### src/uvss_pkg.sv
`default_nettype none

package uvss_pkg;

  localparam int DEFAULT_DEPTH = 16;

  // Operation codes carried in the func field.
  localparam logic [1:0] FN_INSERT = 2'd0;
  localparam logic [1:0] FN_DELETE = 2'd1;
  localparam logic [1:0] FN_SEARCH = 2'd2;

  // Status codes of a result beat.
  localparam logic [2:0] ST_OK     = 3'd0;
  localparam logic [2:0] ST_DUP    = 3'd1;
  localparam logic [2:0] ST_BADPOS = 3'd2;
  localparam logic [2:0] ST_EMPTY  = 3'd3;
  localparam logic [2:0] ST_FULL   = 3'd4;

  typedef struct packed {
    logic [1:0]         func;
    logic signed [31:0] value;
    logic [4:0]         position;
  } req_t;

  typedef struct packed {
    logic [2:0] status;
    logic       found;
    logic [3:0] found_index;
    logic [4:0] count;
  } rsp_t;

  // Commands from the controller to the datapath.
  typedef struct packed {
    logic       load;
    logic       scan_init;
    logic       ins_init;
    logic       del_init;
    logic       rd;
    logic       put;
    logic       cnt_inc;
    logic       cnt_dec;
    logic       emit;
    logic [2:0] status;
    logic       found;
  } cmd_t;

  // Status from the datapath to the controller.
  typedef struct packed {
    logic [1:0] func;
    logic       pos_gt_count;
    logic       pos_ge_count;
    logic       empty;
    logic       full;
    logic       more;
    logic       rd_vld;
    logic       hit;
    logic       out_busy;
  } sts_t;

endpackage

`default_nettype wire

### src/uvss_datapath.sv
`default_nettype none

module uvss_datapath #(
  parameter int DEPTH = uvss_pkg::DEFAULT_DEPTH
) (
  input  wire logic           clk,
  input  wire logic           rst,
  input  wire uvss_pkg::req_t req,
  input  wire logic           rsp_stall,
  input  wire uvss_pkg::cmd_t cmd,
  output uvss_pkg::sts_t      sts,
  output logic                rsp_valid,
  output uvss_pkg::rsp_t      rsp
);

  localparam int AW = $clog2(DEPTH);
  localparam int CW = $clog2(DEPTH + 1);
  localparam int XW = (CW > 5) ? CW : 5;
  localparam int IW = (AW > 4) ? AW : 4;

  logic [1:0]    func_q;
  logic [31:0]   value_q;
  logic [4:0]    pos_q;

  logic [CW-1:0] count;
  logic [CW-1:0] idx;
  logic [CW-1:0] rem;
  logic          down;
  logic          shifting;

  logic [31:0]   mem [DEPTH];
  logic [31:0]   rd_data;
  logic [AW-1:0] rd_idx;
  logic          rd_vld;
  logic [AW-1:0] hit_idx;

  logic [CW-1:0] pos_c;
  logic [XW-1:0] pos_x;
  logic [XW-1:0] count_x;
  logic [IW-1:0] hit_idx_x;
  logic          hit;
  logic          wb_en;
  logic [AW-1:0] wb_addr;

  assign pos_c     = CW'(pos_q);
  assign pos_x     = XW'(pos_q);
  assign count_x   = XW'(count);
  assign hit_idx_x = IW'(hit_idx);

  assign hit     = rd_vld & ~shifting & (rd_data == value_q);
  // A shift reads one entry ahead and writes it back one place over in the following cycle.
  assign wb_en   = rd_vld & shifting;
  assign wb_addr = down ? (rd_idx + 1'b1) : (rd_idx - 1'b1);

  always_comb begin
    sts.func         = func_q;
    sts.pos_gt_count = pos_x > count_x;
    sts.pos_ge_count = pos_x >= count_x;
    sts.empty        = (count == '0);
    sts.full         = (count == CW'(DEPTH));
    sts.more         = (rem != '0);
    sts.rd_vld       = rd_vld;
    sts.hit          = hit;
    sts.out_busy     = rsp_valid & rsp_stall;
  end

  always_ff @(posedge clk) begin
    if (rst) begin
      count     <= '0;
      rd_vld    <= 1'b0;
      shifting  <= 1'b0;
      rsp_valid <= 1'b0;
    end else begin
      rd_vld <= cmd.rd;
      if (cmd.scan_init) begin
        shifting <= 1'b0;
      end else if (cmd.ins_init || cmd.del_init) begin
        shifting <= 1'b1;
      end
      if (cmd.cnt_inc) begin
        count <= count + 1'b1;
      end else if (cmd.cnt_dec) begin
        count <= count - 1'b1;
      end
      if (cmd.emit) begin
        rsp_valid <= 1'b1;
      end else if (!rsp_stall) begin
        rsp_valid <= 1'b0;
      end
    end
  end

  always_ff @(posedge clk) begin
    if (cmd.load) begin
      func_q  <= req.func;
      value_q <= req.value;
      pos_q   <= req.position;
    end

    if (cmd.scan_init) begin
      idx  <= '0;
      rem  <= count;
      down <= 1'b0;
    end else if (cmd.ins_init) begin
      idx  <= count - 1'b1;
      rem  <= count - pos_c;
      down <= 1'b1;
    end else if (cmd.del_init) begin
      idx  <= pos_c + 1'b1;
      rem  <= count - pos_c - 1'b1;
      down <= 1'b0;
    end else if (cmd.rd) begin
      idx <= down ? (idx - 1'b1) : (idx + 1'b1);
      rem <= rem - 1'b1;
    end

    if (cmd.rd) begin
      rd_data <= mem[idx[AW-1:0]];
      rd_idx  <= idx[AW-1:0];
    end

    if (hit) begin
      hit_idx <= rd_idx;
    end

    if (wb_en) begin
      mem[wb_addr] <= rd_data;
    end else if (cmd.put) begin
      mem[pos_c[AW-1:0]] <= value_q;
    end

    if (cmd.emit) begin
      rsp.status      <= cmd.status;
      rsp.found       <= cmd.found;
      rsp.found_index <= cmd.found ? hit_idx_x[3:0] : 4'd0;
      rsp.count       <= count_x[4:0];
    end
  end

endmodule

`default_nettype wire

### src/uvss_ctrl.sv
`default_nettype none

module uvss_ctrl (
  input  wire logic           clk,
  input  wire logic           rst,
  input  wire logic           req_valid,
  input  wire uvss_pkg::sts_t sts,
  output logic                req_stall,
  output uvss_pkg::cmd_t      cmd
);

  typedef enum logic [2:0] {
    S_IDLE,
    S_CHECK,
    S_SCAN,
    S_SHIFT,
    S_DONE
  } state_t;

  state_t     state;
  logic [2:0] res_status;
  logic       res_found;
  logic       scan_end;
  logic       shift_end;

  // A pass is over once no read is left to issue and the last read data is used.
  assign scan_end  = ~sts.hit & ~sts.more & ~sts.rd_vld;
  assign shift_end = ~sts.more & ~sts.rd_vld;
  assign req_stall = (state != S_IDLE);

  always_comb begin
    cmd        = '0;
    cmd.status = res_status;
    cmd.found  = res_found;
    unique case (state)
      S_IDLE: begin
        cmd.load = req_valid;
      end
      S_CHECK: begin
        unique case (sts.func)
          uvss_pkg::FN_INSERT: cmd.scan_init = ~sts.pos_gt_count;
          uvss_pkg::FN_DELETE: cmd.del_init  = ~sts.empty & ~sts.pos_ge_count;
          uvss_pkg::FN_SEARCH: cmd.scan_init = 1'b1;
          default: ;
        endcase
      end
      S_SCAN: begin
        cmd.rd       = ~sts.hit & sts.more;
        cmd.ins_init = scan_end & (sts.func == uvss_pkg::FN_INSERT) & ~sts.full;
      end
      S_SHIFT: begin
        cmd.rd = sts.more;
        if (shift_end) begin
          if (sts.func == uvss_pkg::FN_INSERT) begin
            cmd.put     = 1'b1;
            cmd.cnt_inc = 1'b1;
          end else begin
            cmd.cnt_dec = 1'b1;
          end
        end
      end
      S_DONE: begin
        cmd.emit = ~sts.out_busy;
      end
      default: ;
    endcase
  end

  always_ff @(posedge clk) begin
    if (rst) begin
      state      <= S_IDLE;
      res_status <= uvss_pkg::ST_OK;
      res_found  <= 1'b0;
    end else begin
      unique case (state)
        S_IDLE: begin
          res_status <= uvss_pkg::ST_OK;
          res_found  <= 1'b0;
          if (req_valid) begin
            state <= S_CHECK;
          end
        end
        S_CHECK: begin
          unique case (sts.func)
            uvss_pkg::FN_INSERT: begin
              if (sts.pos_gt_count) begin
                res_status <= uvss_pkg::ST_BADPOS;
                state      <= S_DONE;
              end else begin
                state <= S_SCAN;
              end
            end
            uvss_pkg::FN_DELETE: begin
              if (sts.empty) begin
                res_status <= uvss_pkg::ST_EMPTY;
                state      <= S_DONE;
              end else if (sts.pos_ge_count) begin
                res_status <= uvss_pkg::ST_BADPOS;
                state      <= S_DONE;
              end else begin
                state <= S_SHIFT;
              end
            end
            uvss_pkg::FN_SEARCH: state <= S_SCAN;
            default:             state <= S_DONE;
          endcase
        end
        S_SCAN: begin
          if (sts.hit) begin
            if (sts.func == uvss_pkg::FN_INSERT) begin
              res_status <= uvss_pkg::ST_DUP;
            end else begin
              res_found <= 1'b1;
            end
            state <= S_DONE;
          end else if (scan_end) begin
            if (sts.func != uvss_pkg::FN_INSERT) begin
              state <= S_DONE;
            end else if (sts.full) begin
              res_status <= uvss_pkg::ST_FULL;
              state      <= S_DONE;
            end else begin
              state <= S_SHIFT;
            end
          end
        end
        S_SHIFT: begin
          if (shift_end) begin
            state <= S_DONE;
          end
        end
        S_DONE: begin
          if (!sts.out_busy) begin
            state <= S_IDLE;
          end
        end
        default: state <= S_IDLE;
      endcase
    end
  end

endmodule

`default_nettype wire

### src/unique_value_sequence_store.sv
`default_nettype none

// Ordered store of up to DEPTH distinct 32-bit values with insert and delete by
// position and search by value, one request beat in and one result beat out per
// operation. Work runs through a one-read, one-write entry memory with a registered
// read, one entry per cycle. A search scans the stored entries; an insert first
// scans for a duplicate, then shifts the tail up; a delete shifts the tail down;
// and a request rejected on its position or on an empty store goes straight to
// the result. The block is idle again from the edge that raises the result, so
// the next request is taken in the cycle after. A new request is taken while the
// previous result still waits in the output register; the following result then
// waits until that register frees. The entries hold no reset value; only the
// count, the control flags and the controller state are cleared.
module unique_value_sequence_store #(
  parameter int DEPTH = uvss_pkg::DEFAULT_DEPTH
) (
  input  wire logic           clk,
  input  wire logic           rst,
  input  wire logic           req_valid,
  output logic                req_stall,
  input  wire uvss_pkg::req_t req,
  output logic                rsp_valid,
  input  wire logic           rsp_stall,
  output uvss_pkg::rsp_t      rsp
);

  uvss_pkg::cmd_t cmd;
  uvss_pkg::sts_t sts;

  uvss_ctrl u_ctrl (
    .clk       (clk),
    .rst       (rst),
    .req_valid (req_valid),
    .sts       (sts),
    .req_stall (req_stall),
    .cmd       (cmd)
  );

  uvss_datapath #(
    .DEPTH (DEPTH)
  ) u_datapath (
    .clk       (clk),
    .rst       (rst),
    .req       (req),
    .rsp_stall (rsp_stall),
    .cmd       (cmd),
    .sts       (sts),
    .rsp_valid (rsp_valid),
    .rsp       (rsp)
  );

endmodule

`default_nettype wire

### config.mk
export PLATFORM = sky130hd
export DESIGN_NAME = unique_value_sequence_store
export DESIGN_NICKNAME = d
export VERILOG_FILES = /design/src/uvss_pkg.sv /design/src/uvss_datapath.sv /design/src/uvss_ctrl.sv /design/src/unique_value_sequence_store.sv
export SDC_FILE = /design/constraint.sdc
export NUM_CORES = 1
export LEC_CHECK = 0
export BUFFER_PORTS_ARGS = -buffer_cell sky130_fd_sc_hd__buf_2
export CORE_UTILIZATION = 55
export CTS_CLUSTER_SIZE = 28
export DETAILED_ROUTE_END_ITERATION = 12
export GPL_TIMING_DRIVEN = 0
export PLACE_DENSITY_LB_ADDON = 0.15
export SKIP_LAST_GASP = 1
export SLEW_MARGIN = 20
export SYNTH_ARGS = -nofsm -noshare
export SYNTH_HDL_FRONTEND = slang
export SYNTH_HIERARCHICAL = 1
export SYNTH_SLANG_ARGS = --single-unit
### constraint.sdc
create_clock -name clk -period 5.3 [get_ports clk]
set_input_delay 0.265 -clock clk [delete_from_list [all_inputs] [get_ports clk]]
set_output_delay 0.265 -clock clk [all_outputs]
set_load 0.005 [all_outputs]
==> summary.md <==
| Metric | Value |
|---|---|
| Gr usage total | 26.0% |
| Syn nets | 1244 |
| Chip Width | between 200 and 250 microns |
| F_max | 0.198 GHz |
| Synthesized instance count | 1184 |
| Initial core utilization | a little under three fifths |
| DP Worst Slack | -0.168 ns |
| Critical-path top delay cell | mux2i_1 |
| Core area | 0.0446 sq mm |
| CTS tree | done |
| Max clock buf depth | 3 |
| Reg clk slew, reported paths | about 0.06 ns |
| Yosys warnings | 6 |
| Worst setup path endpoint | u_datapath/mem[3][13] |
| Routed vias/inst | around 6.3 |
| Crit path time final | 5.05 ns |
| Outcome | finished, final reports clean |
| Fin. Hold Viols | 0 |
| Netlist cell types | 63 |
| Area Growth Syn to Fin | 17.1% |
| Critical R2R Capture | u_datapath/mem[3][13] |
| Finished Layout Cells | 2032 |
| Die area | 0.0465 sq mm |
| Switching part of the total | 24.3% |
| Share of layout cells above drive strength 1 | 31.2% |
| Synthesized area per cell | 21.2 sq um |
| Sequential area share after synthesis | 74.5% |
| Num CTS Buffers | 66 |
| Main synth FF type | edfxtp_1 |
| Clock root buffer | clkbuf_16 |
| Placer Congestion | about 0.88 |
| Vert. Die Dim | 216 microns |
| Num rows | 77 |
| Final Power | 12.0 mW |
| Fin. max-slew vios | 0 |
| P_int | approximately 9.1 mW |
| Port bufs | 57 |
| Critical path class | reg2reg |
| Max Cap Viol | 0 |
| Worst-margin pin slew | between 1 and 1.5 ns |
| Worst Setup SP | u_datapath/rem[2] |
| Worst reg2reg path depth | 12 |
| Ant. Diodes | 0 |
| Slew headroom | 32.4% |
| CP max stage delay | 0.73 ns |
| Post-route DRC | 0 |
| Post-synth EDFFs | 609 |
| Vias in the first global route | 12.9k |
| Skew final | 0.0276 ns |
| Reg-to-reg critical path startpoint | u_datapath/rem[2] |
| Unrepaired setup endpoints after global routing | no |
| Worst hold path type | in2reg |
| I/O pin count | 58 |
| Layout filler cell count | 2919 |
| Dominant cell type by area after synthesis | edfxtp_1 |
| Number of buffers and inverters on the critical path | 4 |
| First-pass GRT wire length | 85.0 mm |
| Drt first pass iters | 5 |
| Placed Cells | 1878 |
| Clk Latency, worst-skew pair | 0.60 ns |
| Crit path cell chain | nor3_1 -> nand2_1 -> or2_2 -> clkbuf_1 -> nor3_2 -> buf_4 -> a21boi_1 -> mux2i_1 -> o211ai_1 -> nor2_4 -> buf_16 -> buf_12 |
| WP data arrival | about 5.3 ns |
| Most frequent cells in the layout | 609 x edfxtp_1, 160 x mux4_2, 70 x buf_2 |
| Clock Sink Count | 629 |
| Pwr/cell area | between 400 and 500 mW/mm^2 |
| Crit. path cell count | 12 |
| Post-route setup TNS | 0 ns |
| DR WL/cell | 28.9 microns |
| FFs w/ async S/R, synth | 0% |
| Post-route ant nets | 0 |
| Initial DRC count | 1334 |
| Cell family with most CP delay | simple AND/OR/NAND/NOR gates |
| Final period utilization | 95.3% |
| Peak VDD IR | 0.311 mV |
| Clk pwr share | between 30% and 40% |
| CP Max Fanout | 15 |
| Final worst setup slack | about 0.25 ns |
| Sw Pwr | 2.91 mW |
| GRT overflow | 0 |
| Register bit count reported by yosys | roughly 630 |
| Post-synth top area share | 72.9% |
| Total wire length | 58.7 mm |
| Cell Area, Synth | 0.0251 sq mm |
| H-tree level count | 3 |
| Sequential Power Share | 46.7% |
| Pin count of the biggest net entering global routing | 29 |
| Main area contributors after synthesis | edfxtp_1 73%, mux4_2 14%, dfxtp_1 1.6% |
| Crit path required time | 5.58 ns |
| Crit path capture type | flip-flop |
| Most common cell after layout, fill and taps aside | edfxtp_1 |
| Final setup viols | 0 |
| Reg2Reg Setup Slack | between 0.2 and 0.25 ns |
| Initial antenna violation count | 1 |
| Final #Nets | 1456 |
| DR vias | 12.8k |
| Critical path startpoint category | flip-flop |
| Dpl hpwl | 36.8 mm |
| Pleak | 9.30 nW |
| Logic pwr share | 17.1% |
[synth_stat cells, types with 14 or more instances]
library cell / count
mux2_2: 34
clkbuf_1: 29
nand2_1: 14
xor2_1: 18
mux4_2: 160
ha_1: 14
edfxtp_1: 609
dfxtp_1: 20
xnor2_1: 35
nor3_1: 19
inv_1: 16
nor2_1: 39
a21oi_1: 17
[how the worst min path moves through the flow]
| stage | startpoint | endpoint | slack [ns] | cells past startpoint |
|---|---|---|---|---|
| final | rsp_stall | u_datapath/rsp_valid | 0.12 | 4 |
| after global routing | rsp_stall | u_datapath/rsp_valid | 0.15 | 4 |
| after CTS | rsp_stall | u_datapath/rsp_valid | 0.10 | 4 |
| after detailed placement | u_datapath/idx[3] | u_datapath/rd_idx[3] | 0.42 | 0 |
| after global placement | u_ctrl/res_status[2] | u_datapath/rsp[12] | 0.42 | 0 |
| after floorplan | rst | u_ctrl/res_status[0] | 0.33 | 1 |
[tightest hold or removal path, cell delays in order]
cell    delay (ns)
buf_2         0.07
and2_1        0.20
nor2_1        0.06
nor2_1        0.08
[power groups by stage]
stage	clock network [mW]	registers, mW	logic (mW)
finish	4.35	5.60	2.05
global route	4.61	5.60	2.18
CTS	4.42	5.60	2.08
detailed placement	0	5.70	2.04
global placement	0	5.71	2.00
floorplan	0	5.68	1.49
[per-stage QoR]
step | cell area (sq um) | utilization [%] | hold WS, ns
CTS | 29400 | 65.8 | 0.101
detailed placement | 26900 | 60.4 | 0.419
global route | 29400 | 65.8 | 0.148
global placement | 26100 | 58.5 | 0.422
finish | 29400 | 65.8 | 0.117
floorplan | 25100 | - | 0.334
[flip-flops by register name, summed over array words and instances, names as in the netlist, 5 cells and up]
signal              count
u_datapath/rem          5
u_datapath/count        5
u_datapath/pos_c        5
u_datapath/value_q     32
u_datapath/mem        512
u_datapath/rsp         13
u_datapath/rd_data     32
[area by class of cell]
class                   count  area [sq um]  share of cell area (%)
multi-input cells         476          6120                    20.8
repair buffers            144          1400                    4.77
well taps                 592           741                    2.52
inverters                  16          60.1                   0.204
flip-flops and latches    629         18700                    63.6
clock buffers              80          1750                    5.95
clock inverters            32           264                   0.899
plain buffers              63           352                    1.20
[metal layers]
layer  up-vias  GRT usage [%]  part of all wire, %
li1       5353              -                    -
met1      6837           35.9                   40
met2       533           40.9                   48
met3        95           6.37                  8.8
met4         4           8.94                  2.6
met5         -           1.04                 0.14
[kinds of logic (layout without fill, tap and decap cells)]
group	count (synthesis)	in the layout	synth area share [%]
compound gates	74	74	2.19
xor+xnor	53	53	1.85
fa+ha+maj	17	17	0.938
buf+inv	79	335	1.63
flops	629	629	74.5
mux	197	197	16.0
simple gates	135	135	2.87
[repair_timing]
item                       CTS  global route
hold buffers                40             0
hold endpoints to repair    44             0
setup buffers                2             0
pin swaps                    1             0
setup endpoints to repair   17            69
resized for setup            0             1
Note: power is estimated with default switching activity, not from simulation.
